$ cat src/rtl/core/m3i_pkg.sv
// ----------------------------------------------------------------------------
// m3i_pkg
// Shared widths, cofactor operand tables and the queue entry type of the
// 3x3 matrix inverse.
// ----------------------------------------------------------------------------
package m3i_pkg;

  localparam int unsigned EW             = 32;          // element width
  localparam int unsigned NEL            = 9;           // elements per matrix
  localparam int unsigned NPROD          = 18;          // 2x2 minor products
  localparam int unsigned PW             = 2 * EW;      // product width
  localparam int unsigned CW             = PW + 1;      // cofactor width
  localparam int unsigned DW             = 3 * EW + 1;  // determinant width
  localparam int unsigned QB             = EW + 1;      // quotient bits kept
  localparam int unsigned FRONT_LAT      = 6;
  localparam int unsigned LANE_LAT       = QB + 4;
  localparam int unsigned FIFO_DEPTH_DEF = 4;
  localparam int unsigned FRAC_BITS_DEF  = 16;

  // cofactor j = a[PROD_A[2j]]*a[PROD_B[2j]] - a[PROD_A[2j+1]]*a[PROD_B[2j+1]]
  localparam int unsigned PROD_A [NPROD] = '{4, 7, 7, 8, 1, 4, 6, 8, 8,
                                             6, 3, 5, 7, 6, 6, 7, 4, 3};
  localparam int unsigned PROD_B [NPROD] = '{8, 5, 2, 1, 5, 2, 5, 3, 0,
                                             2, 2, 0, 3, 4, 1, 0, 0, 1};
  // first column elements used in the determinant expansion
  localparam int unsigned DET_ROW [3] = '{0, 3, 6};

  typedef logic [NEL-1:0][EW-1:0] m3i_mat_t;

  typedef struct packed {
    logic [NEL-1:0][EW-1:0] elem;
    logic [NEL-1:0][CW-1:0] cof;
    logic [DW-1:0]          det;
    logic                   sing;
  } m3i_entry_t;

endpackage

$ cat src/rtl/core/m3i_fifo.sv
// ----------------------------------------------------------------------------
// m3i_fifo
// Short queue between the cofactor front end and the divider back end.
// ----------------------------------------------------------------------------
module m3i_fifo #(
  parameter int unsigned DEPTH = m3i_pkg::FIFO_DEPTH_DEF
) (
  input  logic                clk_i,
  input  logic                rst_ni,
  input  logic                push_i,
  input  m3i_pkg::m3i_entry_t data_i,
  output logic                full_o,
  input  logic                pop_i,
  output logic                valid_o,
  output m3i_pkg::m3i_entry_t data_o
);
  import m3i_pkg::*;

  localparam int unsigned AW = (DEPTH > 1) ? $clog2(DEPTH) : 1;
  localparam int unsigned CNTW = $clog2(DEPTH + 1);

  m3i_entry_t      mem_q [DEPTH];
  logic [AW-1:0]   wr_q, rd_q;
  logic [CNTW-1:0] cnt_q;

  assign full_o  = (cnt_q == CNTW'(DEPTH));
  assign valid_o = (cnt_q != '0);
  assign data_o  = mem_q[rd_q];

  always_ff @(posedge clk_i or negedge rst_ni) begin
    if (!rst_ni) begin
      wr_q  <= '0;
      rd_q  <= '0;
      cnt_q <= '0;
    end else begin
      if (push_i) begin
        wr_q <= (wr_q == AW'(DEPTH - 1)) ? '0 : wr_q + 1'b1;
      end
      if (pop_i) begin
        rd_q <= (rd_q == AW'(DEPTH - 1)) ? '0 : rd_q + 1'b1;
      end
      if (push_i && !pop_i) begin
        cnt_q <= cnt_q + 1'b1;
      end else if (pop_i && !push_i) begin
        cnt_q <= cnt_q - 1'b1;
      end
    end
  end

  always_ff @(posedge clk_i) begin
    if (push_i) begin
      mem_q[wr_q] <= data_i;
    end
  end

endmodule

$ cat config.mk
export PLATFORM = sky130hd
export DESIGN_NAME = m3i_fifo
export DESIGN_NICKNAME = d
export VERILOG_FILES = /design/src/rtl/core/m3i_pkg.sv /design/src/rtl/core/m3i_fifo.sv
export SDC_FILE = /design/constraint.sdc
export NUM_CORES = 2
export LEC_CHECK = 0
export BUFFER_PORTS_ARGS = -buffer_cell sky130_fd_sc_hd__buf_2
export CORE_AREA = 5 5 761 763
export DETAILED_ROUTE_END_ITERATION = 7
export DIE_AREA = 0 0 766 768
export PLACE_DENSITY = 0.49
export SYNTH_ARGS = -nofsm -noshare
export SYNTH_HDL_FRONTEND = slang
export SYNTH_SLANG_ARGS = --single-unit
$ cat constraint.sdc
create_clock -name clk_i -period 29 [get_ports clk_i]
set_input_delay 8.7 -clock clk_i [delete_from_list [all_inputs] [get_ports clk_i]]
set_output_delay 8.7 -clock clk_i [all_outputs]
set_load 0.01 [all_outputs]
==> summary.txt <==
Outcome
  • Outcome: finished, final reports clean

Worst hold path
  • Worst hold path type: flip-flop to flip-flop
  • Hold path depth: 1

Worst setup path
  • CP max stage cell: buf_4
  • WP data required: 20300 ps
  • CP Launch Type: flip-flop
  • Arr. time, crit path: 6660 ps
  • CP Max Fanout: 79
  • Reg2Reg Depth: 8
  • Critical path type: flip-flop to output pin
  • CP Capture Type: output pin
  • Crit path largest cell delay: about 890 ps
  • CP most frequent cell: buf_4
  • Critical path cell sequence: buf_4, buf_4, buf_4, buf_12, buf_4, mux4_1, buf_2

Power and ir drop
  • Power Density: 104.9 nW/um2
  • Peak supply drop: around 70 uV
  • Cell leakage power: about 58 nW

GRT
  • GRT overflow: 0
  • First-pass GRT wire length: 652400 um
  • Met2 global-route usage: 26.51%
  • Vias in the first global route: between 60000 and 70000
  • GR peak layer: met2
  • GRT met3 Usage: 8.225%
  • Initial antenna violation count: 473
  • GR Layer Usage met1: 18.10%
  • Largest net degree at the start of global routing: 143
  • GRT Util Overall: 16.21%

Logic synthesis
  • Synthesized netlist cell count: 5108
  • Syn Area/Cell: about 28 um2
  • Synth unique cells: 21
  • Area contributors post-synth: edfxtp_1 (82%), mux4_2 (10%), mux4_1 (6.0%)
  • Synthesized net count: 6090
  • Ys Warns: 0
  • Synth area leader: edfxtp_1
  • Post-synth top area share: about 82%
  • Mapped Area: 141900 um2
  • Number of synthesized register bits: 3891
  • Sequential-to-total area share from yosys stat: 82.32%

STA
  • Fmax achieved: 65.09 MHz
  • Worst-Margin Slew: 1150 ps
  • Clock Skew: 61.55 ps
  • Slew margin rel.: 23.33%
  • RSZ-0062 raised after global routing: no
  • Post-layout minimum cycle time: 15360 ps
  • Final setup fails: 0
  • Fin. max-slew vios: 0
  • Final period utilization: 52.97%
  • Final hold viol count: 0

Clock network
  • Clk slew on worst S/H paths: 60 ps
  • CTS tree: done
  • CTS Root Cell: clkbuf_16
  • Clk buf depth: 4
  • Clock Latency Late Sink: 1000 ps
  • Post-CTS sizing: 0
  • Cts bufs inserted: 422
  • Post-CTS setup buffer count: 0
  • Num Clock Sinks: 3891
  • Post-CTS Hold Buffers: 0
  • H-tree Lvls: 5

Placement
  • I/O Buffers: 1947
  • Placer Congestion: approximately 0.9
  • Placed wire-length estimate: 364900 um
  • Dpl cell area: between 150000 and 200000 um2
  • Cells after DPL: 14500

Floorplanning
  • DIE HEIGHT: about 770 um
  • Die extent in x: 766 um
  • Die ar.: 588300 um2
  • Core area: 571500 um2
  • Initial cell density of the core: 24.83%
  • IO Count: 1948
  • # rows: 278

Finish
  • Fillcell total: roughly 55000
  • Area Overhead vs Synth: 22.85%
  • Nets: 8346
  • Design area: 174300 um2
  • Most frequent cells in the layout: edfxtp_1 (3884), buf_2 (1947), mux4_2 (648)
  • Fin util: 30.50%
  • Commonest non-fill, non-tap cell in the layout: edfxtp_1
  • Share of cells above drive strength 1: 42.72%
  • Fin cells: ~15000

Detailed routing
  • Initial DRC count: 5666
  • Vias: a little under 70000
  • Drt pass-1 iters: 8
  • Routed WL per cell: 32.15 um
  • Total Wirelength: roughly 500000 um
  • Avg Vias per Cell: 4.439
  • Residual DRC count: 0
  • Post-route ant nets: 0

Run
  • Max Cap Viol: 0
cell usage after synthesis:
master,number
dfrtp_1,7
buf_4,1
inv_1,4
buf_6,99
nor3b_1,1
buf_2,87
nor2_1,3
buf_8,9
o21ai_0,2
nand2_1,2
mux2_2,3
xnor2_1,1
clkbuf_1,20
fa_1,1
mux4_1,323
mux4_2,648
or3_1,1
xor2_1,2
edfxtp_1,3884
and2_1,4
ha_1,6
sequential cells by signal, summed over array words and instances, names as in the netlist:
| signal | cells |
|---|---|
| mem_q | 3884 |
| cnt_q | 3 |
| rd_q | 2 |
| wr_q | 2 |
critical path, delay by kind of cell (launching register included):
family,cells,cell delay [ps]
buf+inv,6,3650
flops,1,800
mux,1,890
stage by stage:
stage | total power, mW | hold slack (ps) | TNS, ps | setup WS, ps
after global routing | 19.08 | 520.8 | 0 | 13060
after CTS | 18.68 | 497.1 | 0 | 13220
after detailed placement | 13.37 | 484.2 | 0 | 14360
after global placement | 13.32 | 465.8 | 0 | 14410
final | 18.29 | 498.4 | 0 | 13640
after floorplan | 11.22 | 449.1 | -5454660 | -2888
report_power, final:
part / internal, mW / switching, mW / leakage, nW
clock: 2.99 / 2.26 / 6.54
sequential: 7.20 / 0.181 / 35.8
combinational: 2.02 / 3.63 / 15.8
cell type report:
type                    count  area (um2)  area share [%]
clock inverters           257        2684           1.540
flip-flops and latches   3891      116800           67.01
diodes                    147       367.9          0.2110
inverters                   4       15.01        0.008613
clock buffers             512       10900           6.252
repair buffers           2048       10770           6.176
multi-input cells         997       23310           13.37
well taps                7560        9459           5.426
logic make-up after synthesis:
family,Yosys count,synth area share [%]
AO/OA/AOI/OAI,2,0.007055
flip-flops,3891,82.32
XOR/XNOR,3,0.01852
buffers and inverters,220,1.257
multiplexers,974,16.29
AND/OR/NAND/NOR,11,0.04057
adder cells (fa/ha/maj),7,0.06702
final timing paths:
check | startpoint | end | slack, ps
max | rd_q[0] | data_o[726] | 13640
min | cnt_q[2] | cnt_q[2] | 500
max reg2reg | wr_q[1] | mem_q[1][774] | 23410
min reg2reg | cnt_q[2] | cnt_q[2] | 500
max in group asynchronous | rst_ni | rd_q[1] | 21090
min in group asynchronous | rst_ni | cnt_q[1] | 7630
per-layer routing:
metal	up-vias	routed length, um	part of all wire (%)
met4	276	21890	4.4
met3	1321	60840	12
li1	27480	-	-
met5	-	1820	0.37
met1	35903	176700	36
met2	3458	234400	47
Power figures use the tool's default switching activity.
